### config.mk
export PLATFORM = sky130hd
export DESIGN_NAME = can_audio_segment_receiver_unit_flat
export DESIGN_NICKNAME = d
export VERILOG_FILES = /design/src/hw/rtl/casr_pkg.sv /design/src/hw/rtl/casr_if.sv /design/src/hw/rtl/casr_store.sv /design/src/hw/rtl/can_audio_segment_receiver_unit.sv /design/src/flat_wrapper.sv
export SDC_FILE = /design/constraint.sdc
export NUM_CORES = 1
export LEC_CHECK = 0
export BUFFER_PORTS_ARGS = -buffer_cell sky130_fd_sc_hd__buf_2
export CAP_MARGIN = 20
export CORE_UTILIZATION = 30
export DETAILED_ROUTE_END_ITERATION = 16
export GPL_ROUTABILITY_DRIVEN = 1
export SKIP_CTS_REPAIR_TIMING = 1
export SLEW_MARGIN = 10
export SYNTH_ARGS = -nofsm -noshare
export SYNTH_HDL_FRONTEND = slang
export SYNTH_HIERARCHICAL = 1
export SYNTH_SLANG_ARGS = --single-unit
export TNS_END_PERCENT = 30
### constraint.sdc
create_clock -name clk -period 11.3 [get_ports clk]
set_clock_uncertainty 0.15 [all_clocks]
set_input_delay 1.13 -clock clk [delete_from_list [all_inputs] [get_ports clk]]
set_output_delay 1.13 -clock clk [all_outputs]
set_load 0.01 [all_outputs]
### src/hw/rtl/casr_pkg.sv
// Shared constants, id field helpers and byte masks for the audio segment receiver
package casr_pkg;

  localparam int ID_W      = 29;
  localparam int DATA_W    = 64;
  localparam int LEN_W     = 4;
  localparam int ADDR_W    = 7;
  localparam int TIMER_W   = 16;
  localparam int TOTAL_W   = 7;
  localparam int CFG_IDX_W = 2;

  localparam int FRAME_BYTES_DEF = 64;

  // configuration register indexes
  localparam logic [CFG_IDX_W-1:0] CFG_OWN_GROUP = 2'd0;
  localparam logic [CFG_IDX_W-1:0] CFG_OWN_POINT = 2'd1;
  localparam logic [CFG_IDX_W-1:0] CFG_TIMEOUT   = 2'd2;

  // configuration reset values
  localparam logic [ADDR_W-1:0]  OWN_GROUP_RST = 7'd1;
  localparam logic [ADDR_W-1:0]  OWN_POINT_RST = 7'd1;
  localparam logic [TIMER_W-1:0] TIMEOUT_RST   = 16'd500;

  // input item kinds
  localparam logic KIND_FRAME = 1'b0;
  localparam logic KIND_TICK  = 1'b1;

  // result kinds
  localparam logic OUT_AUDIO   = 1'b0;
  localparam logic OUT_FORWARD = 1'b1;

  // frame types carried in id bits 28:26
  localparam logic [2:0] TYPE_NONE     = 3'd0;
  localparam logic [2:0] TYPE_PC_ALL   = 3'd1;
  localparam logic [2:0] TYPE_PC_GROUP = 3'd2;
  localparam logic [2:0] TYPE_PC_POINT = 3'd3;
  localparam logic [2:0] TYPE_PT_ALL   = 3'd4;

  localparam logic [3:0] CMD_AUDIO = 4'd1;
  localparam logic [LEN_W-1:0] WORD_BYTES = 4'd8;

  function automatic logic [3:0] id_cmd(input logic [ID_W-1:0] id);
    return id[11:8];
  endfunction

  function automatic logic [ADDR_W-1:0] id_group(input logic [ID_W-1:0] id);
    return id[18:12];
  endfunction

  function automatic logic [ADDR_W-1:0] id_point(input logic [ID_W-1:0] id);
    return id[25:19];
  endfunction

  function automatic logic [2:0] id_type(input logic [ID_W-1:0] id);
    return id[28:26];
  endfunction

  // all ones in the lowest nbytes bytes
  function automatic logic [DATA_W-1:0] byte_keep(input logic [LEN_W-1:0] nbytes);
    logic [DATA_W-1:0] keep;
    for (int i = 0; i < 8; i++) begin
      keep[8*i +: 8] = (LEN_W'(i) < nbytes) ? 8'hFF : 8'h00;
    end
    return keep;
  endfunction

endpackage

### src/hw/rtl/casr_if.sv
// Channel interfaces: received items, results and configuration writes
interface casr_item_if;
  import casr_pkg::*;
  logic              valid;
  logic              ready;
  logic              kind;
  logic              source_bus;
  logic [ID_W-1:0]   frame_id;
  logic [LEN_W-1:0]  frame_len;
  logic [DATA_W-1:0] frame_data;

  modport source (output valid, kind, source_bus, frame_id, frame_len, frame_data,
                  input ready);
  modport sink (input valid, kind, source_bus, frame_id, frame_len, frame_data,
                output ready);
endinterface

interface casr_result_if;
  import casr_pkg::*;
  logic              valid;
  logic              ready;
  logic              out_kind;
  logic              dest_bus;
  logic [ID_W-1:0]   out_id;
  logic [LEN_W-1:0]  out_bytes;
  logic [DATA_W-1:0] out_data;
  logic              last_word;

  modport source (output valid, out_kind, dest_bus, out_id, out_bytes, out_data, last_word,
                  input ready);
  modport sink (input valid, out_kind, dest_bus, out_id, out_bytes, out_data, last_word,
                output ready);
endinterface

interface casr_cfg_if;
  import casr_pkg::*;
  logic                 valid;
  logic                 ready;
  logic [CFG_IDX_W-1:0] index;
  logic [TIMER_W-1:0]   data;

  modport source (output valid, index, data, input ready);
  modport sink (input valid, index, data, output ready);
endinterface

### src/hw/rtl/casr_store.sv
// Assembly store: one word per segment, registered read, per-word valid bits
module casr_store #(
  parameter int WORDS = 8,
  parameter int AW    = 3
) (
  input  logic                      clk,
  input  logic                      rst,
  input  logic                      wr_en,
  input  logic [AW-1:0]             wr_addr,
  input  logic [casr_pkg::DATA_W-1:0] wr_data,
  input  logic                      rd_en,
  input  logic [AW-1:0]             rd_addr,
  output logic [casr_pkg::DATA_W-1:0] rd_data,
  output logic                      rd_valid
);
  import casr_pkg::*;

  logic [DATA_W-1:0] mem [WORDS];
  logic [WORDS-1:0]  vld;

  // data array, no reset
  always_ff @(posedge clk) begin
    if (wr_en) begin
      mem[wr_addr] <= wr_data;
    end
    if (rd_en) begin
      rd_data <= mem[rd_addr];
    end
  end

  // a word never written since reset reads with rd_valid low
  always_ff @(posedge clk) begin
    if (rst) begin
      vld      <= '0;
      rd_valid <= 1'b0;
    end else begin
      if (wr_en) begin
        vld[wr_addr] <= 1'b1;
      end
      if (rd_en) begin
        rd_valid <= vld[rd_addr];
      end
    end
  end

endmodule

### src/hw/rtl/can_audio_segment_receiver_unit.sv
// Top level of the audio segment receiver: capture rule, assembly and forwarding
//
//   channel  dir  beat
//   item     in   one received frame or one timer tick
//   result   out  one assembled audio word or one frame forwarded to the other bus
//   cfg      in   one register write (index, data), always ready
//
// A tick passes through accept and evaluate. A frame passes through accept,
// evaluate and forward; a broadcast last segment adds a read-merge-write step
// plus a read and a load per assembled word, as the store has a single read port.
// Reset clears capture, timer and the store's per-word valid bits at once.
// A stalled result holds the block in the emitting state until it is taken.
module can_audio_segment_receiver_unit #(
  parameter int FRAME_BYTES = casr_pkg::FRAME_BYTES_DEF
) (
  input logic           clk,
  input logic           rst,
  casr_item_if.sink     item,
  casr_result_if.source result,
  casr_cfg_if.sink      cfg
);
  import casr_pkg::*;

  localparam int WORDS = (FRAME_BYTES + 7) / 8;
  localparam int AW    = (WORDS > 1) ? $clog2(WORDS) : 1;
  localparam logic [TOTAL_W-1:0] FRAME_TOTAL = TOTAL_W'(FRAME_BYTES);

  typedef enum logic [2:0] {
    S_IDLE,
    S_EVAL,
    S_MERGE,
    S_READ,
    S_LOAD,
    S_FWD
  } state_t;

  state_t state;

  // configuration
  logic [ADDR_W-1:0]  own_group;
  logic [ADDR_W-1:0]  own_point;
  logic [TIMER_W-1:0] capture_timeout;

  // capture state
  logic [ID_W-1:0]    captured_id;
  logic [TIMER_W-1:0] idle_ticks;

  // latched item
  logic              kind_r;
  logic              bus_r;
  logic [ID_W-1:0]   id_r;
  logic [LEN_W-1:0]  len_r;
  logic [DATA_W-1:0] data_r;

  // emission counters
  logic [TOTAL_W-1:0] rem;
  logic [AW-1:0]      widx;

  // store ports
  logic              wr_en;
  logic [AW-1:0]     wr_addr;
  logic [DATA_W-1:0] wr_data;
  logic              rd_en;
  logic [AW-1:0]     rd_addr;
  logic [DATA_W-1:0] rd_data;
  logic              rd_valid;

  casr_store #(.WORDS(WORDS), .AW(AW)) u_store (
    .clk      (clk),
    .rst      (rst),
    .wr_en    (wr_en),
    .wr_addr  (wr_addr),
    .wr_data  (wr_data),
    .rd_en    (rd_en),
    .rd_addr  (rd_addr),
    .rd_data  (rd_data),
    .rd_valid (rd_valid)
  );

  assign item.ready = (state == S_IDLE);
  assign cfg.ready  = 1'b1;

  // configuration writes, unknown indexes ignored
  always_ff @(posedge clk) begin
    if (rst) begin
      own_group       <= OWN_GROUP_RST;
      own_point       <= OWN_POINT_RST;
      capture_timeout <= TIMEOUT_RST;
    end else if (cfg.valid) begin
      case (cfg.index)
        CFG_OWN_GROUP: own_group       <= cfg.data[ADDR_W-1:0];
        CFG_OWN_POINT: own_point       <= cfg.data[ADDR_W-1:0];
        CFG_TIMEOUT:   capture_timeout <= cfg.data;
        default: ;
      endcase
    end
  end

  // id fields of the latched frame
  logic [2:0]        typ;
  logic [2:0]        cap_typ;
  logic [3:0]        seg_num;
  logic [3:0]        seg_cnt;
  logic [3:0]        seg_word;
  logic              seg_ok;
  logic              own_addr;
  logic              take;
  logic              audio_ok;
  logic              bcast;

  assign typ      = id_type(id_r);
  assign cap_typ  = id_type(captured_id);
  assign seg_num  = id_r[3:0];
  assign seg_cnt  = id_r[7:4];
  assign seg_word = seg_num - 4'd1;
  assign seg_ok   = ({1'b0, seg_word} < 5'(WORDS));
  assign own_addr = (id_point(id_r) == own_point) && (id_group(id_r) == own_group);
  assign bcast    = (typ == TYPE_PT_ALL) || (typ == TYPE_PC_ALL);

  // source capture priority rule
  always_comb begin
    take = 1'b0;
    case (typ)
      TYPE_PC_ALL:   take = 1'b1;
      TYPE_PC_POINT: take = own_addr;
      TYPE_PC_GROUP: take = (id_group(id_r) == own_group);
      TYPE_PT_ALL: begin
        if (cap_typ == TYPE_NONE) begin
          take = 1'b1;
        end else if (!(cap_typ inside {TYPE_PC_ALL, TYPE_PC_GROUP, TYPE_PC_POINT})) begin
          if (id_group(captured_id) == id_group(id_r) &&
              id_point(captured_id) == id_point(id_r)) begin
            take = 1'b1;
          end else if (id_group(captured_id) != own_group &&
                       id_group(id_r) == own_group) begin
            take = 1'b1;
          end
        end
      end
      default: take = 1'b0;
    endcase
  end

  assign audio_ok = (id_cmd(id_r) == CMD_AUDIO) && take;

  // last segment merge and assembled length
  logic [DATA_W-1:0]  len_keep;
  logic [DATA_W-1:0]  old_word;
  logic [TOTAL_W-1:0] total_raw;
  logic [TOTAL_W-1:0] total;

  assign len_keep  = byte_keep(len_r);
  assign old_word  = rd_valid ? rd_data : '0;
  assign total_raw = TOTAL_W'({seg_word, 3'b000}) + TOTAL_W'(len_r);
  assign total     = (total_raw > FRAME_TOTAL) ? FRAME_TOTAL : total_raw;

  // emitted word size
  logic [LEN_W-1:0] nb;
  logic             last_chunk;

  assign last_chunk = (rem <= TOTAL_W'(WORD_BYTES));
  assign nb         = last_chunk ? rem[LEN_W-1:0] : WORD_BYTES;

  // store access per state
  always_comb begin
    wr_en   = 1'b0;
    wr_addr = seg_word[AW-1:0];
    wr_data = data_r;
    rd_en   = 1'b0;
    rd_addr = widx;
    case (state)
      S_EVAL: begin
        if (kind_r == KIND_FRAME && audio_ok && seg_num != 4'd0) begin
          if (seg_num != seg_cnt) begin
            wr_en = seg_ok;
          end else if (bcast) begin
            rd_en   = 1'b1;
            rd_addr = seg_ok ? seg_word[AW-1:0] : '0;
          end
        end
      end
      S_MERGE: begin
        wr_en   = seg_ok;
        wr_data = (data_r & len_keep) | (old_word & ~len_keep);
      end
      S_READ: begin
        rd_en = 1'b1;
      end
      default: ;
    endcase
  end

  logic               out_free;
  logic               emit_audio;
  logic               emit_fwd;
  logic [TIMER_W-1:0] idle_inc;

  assign out_free   = !result.valid || result.ready;
  assign emit_audio = (state == S_LOAD) && out_free;
  assign emit_fwd   = (state == S_FWD) && !own_addr && out_free;
  assign idle_inc   = (idle_ticks != '1) ? idle_ticks + TIMER_W'(1) : idle_ticks;

  // sequencer, capture state and result register
  always_ff @(posedge clk) begin
    if (rst) begin
      state        <= S_IDLE;
      captured_id  <= '0;
      idle_ticks   <= '0;
      result.valid <= 1'b0;
    end else begin
      if (emit_audio || emit_fwd) begin
        result.valid <= 1'b1;
      end else if (result.ready) begin
        result.valid <= 1'b0;
      end
      case (state)
        S_IDLE: begin
          if (item.valid) begin
            kind_r <= item.kind;
            bus_r  <= item.source_bus;
            id_r   <= item.frame_id;
            len_r  <= (item.frame_len > WORD_BYTES) ? WORD_BYTES : item.frame_len;
            data_r <= item.frame_data;
            state  <= S_EVAL;
          end
        end
        S_EVAL: begin
          if (kind_r == KIND_TICK) begin
            if (idle_inc >= capture_timeout) begin
              idle_ticks  <= '0;
              captured_id <= '0;
            end else begin
              idle_ticks <= idle_inc;
            end
            state <= S_IDLE;
          end else begin
            if (audio_ok) begin
              captured_id <= id_r;
              idle_ticks  <= '0;
            end
            if (audio_ok && seg_num != 4'd0 && seg_num == seg_cnt && bcast) begin
              state <= S_MERGE;
            end else begin
              state <= S_FWD;
            end
          end
        end
        S_MERGE: begin
          rem   <= total;
          widx  <= '0;
          state <= (total == '0) ? S_FWD : S_READ;
        end
        S_READ: begin
          state <= S_LOAD;
        end
        S_LOAD: begin
          if (out_free) begin
            result.out_kind  <= OUT_AUDIO;
            result.dest_bus  <= 1'b0;
            result.out_id    <= '0;
            result.out_bytes <= nb;
            result.out_data  <= old_word & byte_keep(nb);
            result.last_word <= last_chunk;
            rem              <= rem - TOTAL_W'(WORD_BYTES);
            widx             <= widx + AW'(1);
            state            <= last_chunk ? S_FWD : S_READ;
          end
        end
        S_FWD: begin
          if (own_addr) begin
            state <= S_IDLE;
          end else if (out_free) begin
            result.out_kind  <= OUT_FORWARD;
            result.dest_bus  <= ~bus_r;
            result.out_id    <= id_r;
            result.out_bytes <= len_r;
            result.out_data  <= data_r & len_keep;
            result.last_word <= 1'b0;
            state            <= S_IDLE;
          end
        end
        default: state <= S_IDLE;
      endcase
    end
  end

endmodule
### src/flat_wrapper.sv
// flat-port wrapper written by rule: the top's interface ports become plain ports
module can_audio_segment_receiver_unit_flat import casr_pkg::*;
#(
  parameter int FRAME_BYTES = casr_pkg::FRAME_BYTES_DEF
)
  (clk, rst, item_valid, item_kind, item_source_bus, item_frame_id, item_frame_len, item_frame_data, item_ready, result_valid, result_out_kind, result_dest_bus, result_out_id, result_out_bytes, result_out_data, result_last_word, result_ready, cfg_valid, cfg_index, cfg_data, cfg_ready);
  casr_item_if item_i ();
  casr_result_if result_i ();
  casr_cfg_if cfg_i ();
  input logic clk;
  input logic rst;
  input wire logic [$bits(item_i.valid)-1:0] item_valid;
  input wire logic [$bits(item_i.kind)-1:0] item_kind;
  input wire logic [$bits(item_i.source_bus)-1:0] item_source_bus;
  input wire logic [$bits(item_i.frame_id)-1:0] item_frame_id;
  input wire logic [$bits(item_i.frame_len)-1:0] item_frame_len;
  input wire logic [$bits(item_i.frame_data)-1:0] item_frame_data;
  output wire logic [$bits(item_i.ready)-1:0] item_ready;
  output wire logic [$bits(result_i.valid)-1:0] result_valid;
  output wire logic [$bits(result_i.out_kind)-1:0] result_out_kind;
  output wire logic [$bits(result_i.dest_bus)-1:0] result_dest_bus;
  output wire logic [$bits(result_i.out_id)-1:0] result_out_id;
  output wire logic [$bits(result_i.out_bytes)-1:0] result_out_bytes;
  output wire logic [$bits(result_i.out_data)-1:0] result_out_data;
  output wire logic [$bits(result_i.last_word)-1:0] result_last_word;
  input wire logic [$bits(result_i.ready)-1:0] result_ready;
  input wire logic [$bits(cfg_i.valid)-1:0] cfg_valid;
  input wire logic [$bits(cfg_i.index)-1:0] cfg_index;
  input wire logic [$bits(cfg_i.data)-1:0] cfg_data;
  output wire logic [$bits(cfg_i.ready)-1:0] cfg_ready;
  assign item_i.valid = item_valid;
  assign item_i.kind = item_kind;
  assign item_i.source_bus = item_source_bus;
  assign item_i.frame_id = item_frame_id;
  assign item_i.frame_len = item_frame_len;
  assign item_i.frame_data = item_frame_data;
  assign item_ready = item_i.ready;
  assign result_valid = result_i.valid;
  assign result_out_kind = result_i.out_kind;
  assign result_dest_bus = result_i.dest_bus;
  assign result_out_id = result_i.out_id;
  assign result_out_bytes = result_i.out_bytes;
  assign result_out_data = result_i.out_data;
  assign result_last_word = result_i.last_word;
  assign result_i.ready = result_ready;
  assign cfg_i.valid = cfg_valid;
  assign cfg_i.index = cfg_index;
  assign cfg_i.data = cfg_data;
  assign cfg_ready = cfg_i.ready;
  can_audio_segment_receiver_unit #(.FRAME_BYTES(FRAME_BYTES)) u_core (.clk(clk), .rst(rst), .item(item_i), .result(result_i), .cfg(cfg_i));
endmodule
==> results of run 1 <==
flip-flops by register name, summed over array words and instances, names as in the netlist, 17 cells and up:
| signal | flops |
|---|---|
| u_core/u_store/mem | 512 |
| u_core/data_r | 64 |
| u_core/result.out_data | 64 |
| u_core/u_store/rd_data | 64 |
| u_core/id_r | 29 |
| u_core/result.out_id | 29 |
| u_core/captured_id | 17 |
final cells by class:
| type | instances | area [um2] |
|---|---|---|
| Fill cell | 10600 | 72400 |
| Sequential cell | 861 | 25100 |
| Multi-Input combinational cell | 982 | 8600 |
| Clock buffer | 118 | 2500 |
| Tap cell | 1500 | 1880 |
| Timing Repair Buffer | 252 | 1340 |
| Clock inverter | 56 | 696 |
| Inverter | 29 | 109 |
| Antenna cell | 1 | 2.50 |
per-layer routing:
metal	vias up	global-route usage (%)	share of wire, %
li1	8284	-	-
met1	9723	19.6	43
met2	628	24.6	48
met3	123	3.12	6.5
met4	6	4.47	2.3
met5	-	0	0.036
worst max-delay path: cells and delay by family, from the launching register on:
family,cells,cell delay (ns)
XOR/XNOR,1,0.19
buffers and inverters,1,0.83
multiplexers,3,1.57
flip-flops,1,0.46
AO/OA/AOI/OAI,1,0.29
AND/OR/NAND/NOR,4,1.35
worst min path at each step:
stage | slack [ns] | start | cells after the start | to
final | 0.32 | u_core/u_store/vld[0] | 2 | u_core/u_store/vld[0]
after global routing | 0.34 | u_core/u_store/vld[0] | 2 | u_core/u_store/vld[0]
after CTS | 0.32 | u_core/capture_timeout[3] | 2 | u_core/capture_timeout[3]
after detailed placement | 0.31 | u_core/u_store/vld[5] | 2 | u_core/u_store/vld[5]
after global placement | 0.30 | u_core/u_store/vld[4] | 2 | u_core/u_store/vld[4]
after floorplan | 0.29 | u_core/capture_timeout[10] | 2 | u_core/capture_timeout[10]
kinds of logic after synthesis:
| kind of cell | count (synthesis) |
|---|---|
| other | 1 |
| AND/OR/NAND/NOR | 421 |
| buffers and inverters | 130 |
| multiplexers | 217 |
| AO/OA/AOI/OAI | 264 |
| flip-flops | 861 |
| XOR/XNOR | 57 |
| adder cells (fa/ha/maj) | 22 |
cell usage in the layout (no fill, tap or decap), types with 15 or more instances in the layout:
master / count
nor2_1: 69
buf_4: 28
clkbuf_1: 19
a21oi_1: 62
edfxtp_1: 785
o21ai_0: 93
ha_1: 22
mux2i_1: 18
and2_1: 31
xnor2_1: 50
buf_2: 223
inv_1: 27
nand2_1: 199
nand4b_1: 18
clkinv_1: 15
clkbuf_16: 95
dfxtp_1: 75
clkinv_2: 15
mux4_2: 129
nand3_1: 27
a32o_1: 64
mux2_2: 67
report_power, final:
group,switching [mW],total (mW),internal [mW]
combinational,0.141,0.214,0.0724
sequential,0.0316,3.54,3.51
clock,1.28,3.18,1.90
metrics by stage:
stage / total power [mW] / setup WS [ns] / std cells
2_1_floorplan: 3.73 / 1.69 / 1973
3_3_place_gp: 3.82 / 6.17 / 3623
3_5_place_dp: 3.83 / 5.96 / 3623
4_1_cts: 7.03 / 5.95 / 3797
5_1_grt: 7.17 / 5.58 / 3798
6_report: 6.94 / 6.08 / 3799
==> flow_summary.yaml, run 1 <==
synth:
  synthXorXnorAreaFrac_pct: 1.46
  netlist_instances: 1973
  ys_top_cells_by_area: "edfxtp_1, mux4_2, dfxtp_1"
  synth_most_common_cell: "edfxtp_1"
  synth_seq_area_share_pct: 73.5
  async_flop_share_pct: 0
  synthMuxAreaShare_pct: 11.3
  yosys_warnings: 6
  synth.avg_cell_area_um2: 17.3
  yosysUniqueCellTypes: 63
  synth_area_um2: 34100
  synth_top_family_by_area: "multiplexers"
  synthFlopType: "edfxtp_1"
  ys_seq_elements: 861
  synth-compound-area-share_pct: 5.19
  synth_top_area_share_pct: 69.1
  synth_fa_ha_area_share_pct: 0.806
  synth_top_cell_by_area: "edfxtp_1"
  synth_fp_nets: 2117
  synth-edff-count: 785
  synthTopCellsByCount: "edfxtp_1, nand2_1, mux4_2, o21ai_0, dfxtp_1"
  post_synth_and_or_nand_nor_area_fraction_pct: 5.92
outcome:
  status: "finished clean"
clock_network:
  clk_latency_ns: 0.67
  cts_htree_levels: 3
  cts_root_buffer: "clkbuf_16"
  clock_path_buffers: 3
  cts_tree: "done"
  cts-buffers-inserted: 93
  clock_sinks: 861
  clkTransAtPathRegs_ns: 0.06
floorplanning:
  dieArea_um2: 115000
  design.core.area_um2: 113000
  die-width_um: 339
  start_util_pct: 30.3
  fp.dieH_um: 339
  num_rows: 123
  pin_count: 225
worst_setup_path:
  reg2reg_from: "u_core/id_r[12]"
  cp-end-kind: "register"
  crit_path_end: "u_core/u_store/rd_data[53]"
  slowest_stage: "buf_4"
  rrSetupSlack_ns: 6.08
  start_kind: "register"
  cp_cell_sequence: "xnor2_1, nand4_1, nor4_2, a311oi_1, nand3b_1, nand3_1, mux2_8, buf_4, mux4_2, mux2_2"
  cp_slowest_stage_delay_ns: 0.83
  r2r-end: "u_core/u_store/rd_data[53]"
  path_class: "reg2reg"
  crit_arrival_ns: 5.47
  worstPathMaxFanout: 48
  crit_path_start: "u_core/id_r[12]"
  r2r_cells: 10
  cp.required_ns: 11.55
pwr:
  p_leak_nw: 13.1
  vdd_drop_max_mv: 0.108
  power.density_nw_per_um2: 173
timing:
  setup_viol: 0
  max_freq_ghz: 0.192
  slew_headroom_pct: 24.9
  grt_setup_unrepaired: "no"
  worstMarginPinSlew_ns: 1.13
  min_period_over_period_pct: 46.2
  hold_viol_final: 0
  finalMaxSlewViolations: 0
  fin_setup_tns_ns: 0
  hold_slack_ns: 0.319
  period_needed_ns: 5.22
drt:
  drc: 0
  wl_per_cell_um: 22.9
  num_vias: 18800
  drtIter0Drc: 1521
  vias_per_cell: 4.94
  detail-route-antenna-nets: 0
  routed_wl_mm: 86.8
  first_pass_iters: 5
place:
  hpwl_mm: 52.1
  io_buffers: 223
  placed_area_um2: 37000
  place_congestion: 0.817
min_path:
  hold_class: "reg2reg"
flow_run:
  cap_viol_max_count: 0
global_routing:
  grt_usage_pct: 14.9
  grt_overflow: 0
  antenna_found_initial: 6
  grt_pass1_wl_mm: 127
  grt_max_degree: 83
  grt_pass1_vias: 19400
layout:
  design_area_um2: 40200
  utilization_pct: 35.7
  nets: 2363
  layout-drive-gt1-share_pct: 27.1
  area_growth_pct: 17.9
(Power assumes the default switching activity.)
==> run 2: changes to the inputs <==
--- a/config.mk
+++ b/config.mk
@@ -5,6 +5,7 @@
 export SDC_FILE = /design/constraint.sdc
 export NUM_CORES = 1
 export LEC_CHECK = 0
+export ABC_AREA = 1
 export BUFFER_PORTS_ARGS = -buffer_cell sky130_fd_sc_hd__buf_2
 export CAP_MARGIN = 20
 export CORE_UTILIZATION = 30
==> constraint.sdc (replaced) <==
create_clock -name clk -period 4.9 [get_ports clk]
set_clock_uncertainty 0.15 [all_clocks]
set_input_delay 0.49 -clock clk [delete_from_list [all_inputs] [get_ports clk]]
set_output_delay 0.49 -clock clk [all_outputs]
set_load 0.01 [all_outputs]
==> flow_summary.yaml, run 2 <==
clock_network:
  cts_htree_levels: 3
  clock_sinks: 861
  cts_root_buffer: "clkbuf_16"
  clk_latency_ns: 0.69
  cts_tree: "done"
  clock_path_buffers: 3
  cts-buffers-inserted: 94
  clkTransAtPathRegs_ns: 0.06
min_path:
  hold_class: "in2reg"
synth:
  async_flop_share_pct: 0
  netlist_instances: 2987
  synth.avg_cell_area_um2: 11.7
  synth_area_um2: 35000
  synthTopCellsByCount: "edfxtp_1, nand2_1, nor2_1, o21ai_0, inv_1"
  synth_top_cell_by_area: "edfxtp_1"
  synth-edff-count: 785
  synth_most_common_cell: "edfxtp_1"
  synth_fp_nets: 3131
  synthFlopType: "edfxtp_1"
  synth_top_area_share_pct: 67.3
  yosysUniqueCellTypes: 45
  ys_top_cells_by_area: "edfxtp_1, nand2_1, o21ai_0"
  yosys_warnings: 6
  synth_seq_area_share_pct: 71.7
  ys_seq_elements: 861
timing:
  fin_setup_tns_ns: 0
  min_period_over_period_pct: 75.0
  worstMarginPinSlew_ns: 1.08
  setup_viol: 0
  max_freq_ghz: 0.272
  slew_headroom_pct: 27.3
  hold_viol_final: 0
  finalMaxSlewViolations: 0
  period_needed_ns: 3.67
  grt_setup_unrepaired: "no"
layout:
  layout-drive-gt1-share_pct: 13.4
  regMostFlops: "u_core/u_store/mem"
  area_growth_pct: 20.2
  multiInputGateArea_um2: 8640
  mostFrequentLayoutCells: "edfxtp_1, nand2_1, nor2_1"
  final_common_cell: "edfxtp_1"
  largest_register_ffs: 512
  utilization_pct: 36.6
  layout.area.seq_um2: 25100
  num-fill-cells: 11100
  nets: 3450
floorplanning:
  design.core.area_um2: 115000
  pin_count: 225
  num_rows: 124
  fp.dieH_um: 344
  dieArea_um2: 118000
  die-width_um: 344
  start_util_pct: 30.5
worst_setup_path:
  path_class: "reg2reg"
  cp.required_ns: 5.32
  crit_arrival_ns: 4.09
  cp-end-kind: "register"
  rrSetupSlack_ns: 1.23
  worstPathMaxFanout: 86
  start_kind: "register"
drt:
  drc: 0
  routed-wl-met3_mm: 7.75
  wl_per_cell_um: 19.5
  routed_wl_mm: 95.5
  top_layer_used: "met4"
  detail-route-antenna-nets: 0
  met2_length_mm: 43.1
  vias_per_cell: 4.90
  drtIter0Drc: 2388
  num_vias: 24000
  first_pass_iters: 6
  wl_met1_mm: 42.6
global_routing:
  grt_max_degree: 93
  grt_pass1_vias: 22400
  grt_usage_pct: 15.8
  grt_overflow: 0
  grt_pass1_wl_mm: 141
  antenna_found_initial: 4
place:
  hpwl_mm: 57.0
  place_congestion: 0.842
  io_buffers: 223
pwr:
  power.density_nw_per_um2: 371
  p_leak_nw: 14.7
  vdd_drop_max_mv: 0.274
flow_run:
  cap_viol_max_count: 0
outcome:
  status: "finished clean"
[run 2: cell types whose count changed after synthesis, moves of 70 or more]
cell     change
o21ai_0    +258
nand2_1    +339
mux4_2     -129
nand3_1     +70
mux2_2      -70
o22ai_1    +128
nor2_1     +363
inv_1      +127
[run 2: final timing paths]
path / from / cells past startpoint / end
hold reg to reg: u_core/u_store/vld[5] / 2 / u_core/u_store/vld[5]
hold / removal: cfg_data[12] / 3 / u_core/capture_timeout[12]
setup reg to reg: u_core/id_r[19] / 20 / u_core/u_store/rd_data[32]
setup / recovery: u_core/id_r[19] / 20 / u_core/u_store/rd_data[32]
[run 2: area by class of cell]
| type | count | share of cell area, % |
|---|---|---|
| flip-flops and latches | 861 | 59.6 |
| repair buffers | 376 | 6.70 |
| multi-input cells | 1805 | 20.5 |
| inverters | 168 | 1.52 |
| clock inverters | 52 | 1.16 |
| well taps | 1512 | 4.49 |
| clock buffers | 119 | 5.96 |
| diodes | 5 | 0.0297 |
[run 2: logic make-up (layout without fill, tap and decap cells)]
kind of cell    count (synthesis)  in the layout  share of synthesized area [%]
simple gates                 1108           1108                           12.6
flops                         861            861                           71.7
compound gates                651            651                           10.4
buf+inv                       321            715                           4.00
xor+xnor                       23             23                          0.575
fa+ha+maj                      22             22                          0.786
other cells                     1              6                         0.0107
[run 2: report_power, final]
part / switching (mW) / internal (mW)
Sequential: 0.0668 / 8.10
Clock: 2.96 / 3.86
Combinational: 0.418 / 0.222
Total: 3.44 / 12.2
[run 2: critical path, stage by stage, from the launching register on]
cell      delay (ns)
edfxtp_1        0.41
inv_1           0.10
nand2_1         0.06
nand2_1         0.05
nor2_1          0.12
nand2_1         0.09
nor2_1          0.17
nand2_2         0.10
nor2_2          0.08
nor2_1          0.04
nand2_1         0.09
nand4_1         0.10
nor2_1          0.16
inv_1           0.22
o21ai_4         0.29
buf_12          0.36
buf_4           0.40
o21ai_0         0.17
o22ai_1         0.19
nand2_1         0.06
nand2_1         0.07
[run 2: per-stage QoR]
stage               instance area (um2)  setup WS (ns)  power (mW)  hold WS [ns]  std cells
floorplan                         35000         -0.157        8.64         0.285       2987
global placement                  38000           1.18        8.88         0.300       4618
detailed placement                38000           1.11        8.88         0.310       4618
CTS                               41000           1.13        15.7        -0.226       4789
global route                      42100          0.834        16.2       0.00346       4895
finish                            42100           1.23        15.6       0.00827       4898
[run 2: metal layers]
| metal | vias to the layer above | global-route usage [%] |
|---|---|---|
| li1 | 11200 | - |
| met1 | 11700 | 22.1 |
| met2 | 912 | 24.4 |
| met3 | 134 | 3.64 |
| met4 | 0 | 4.17 |
| met5 | - | 0 |
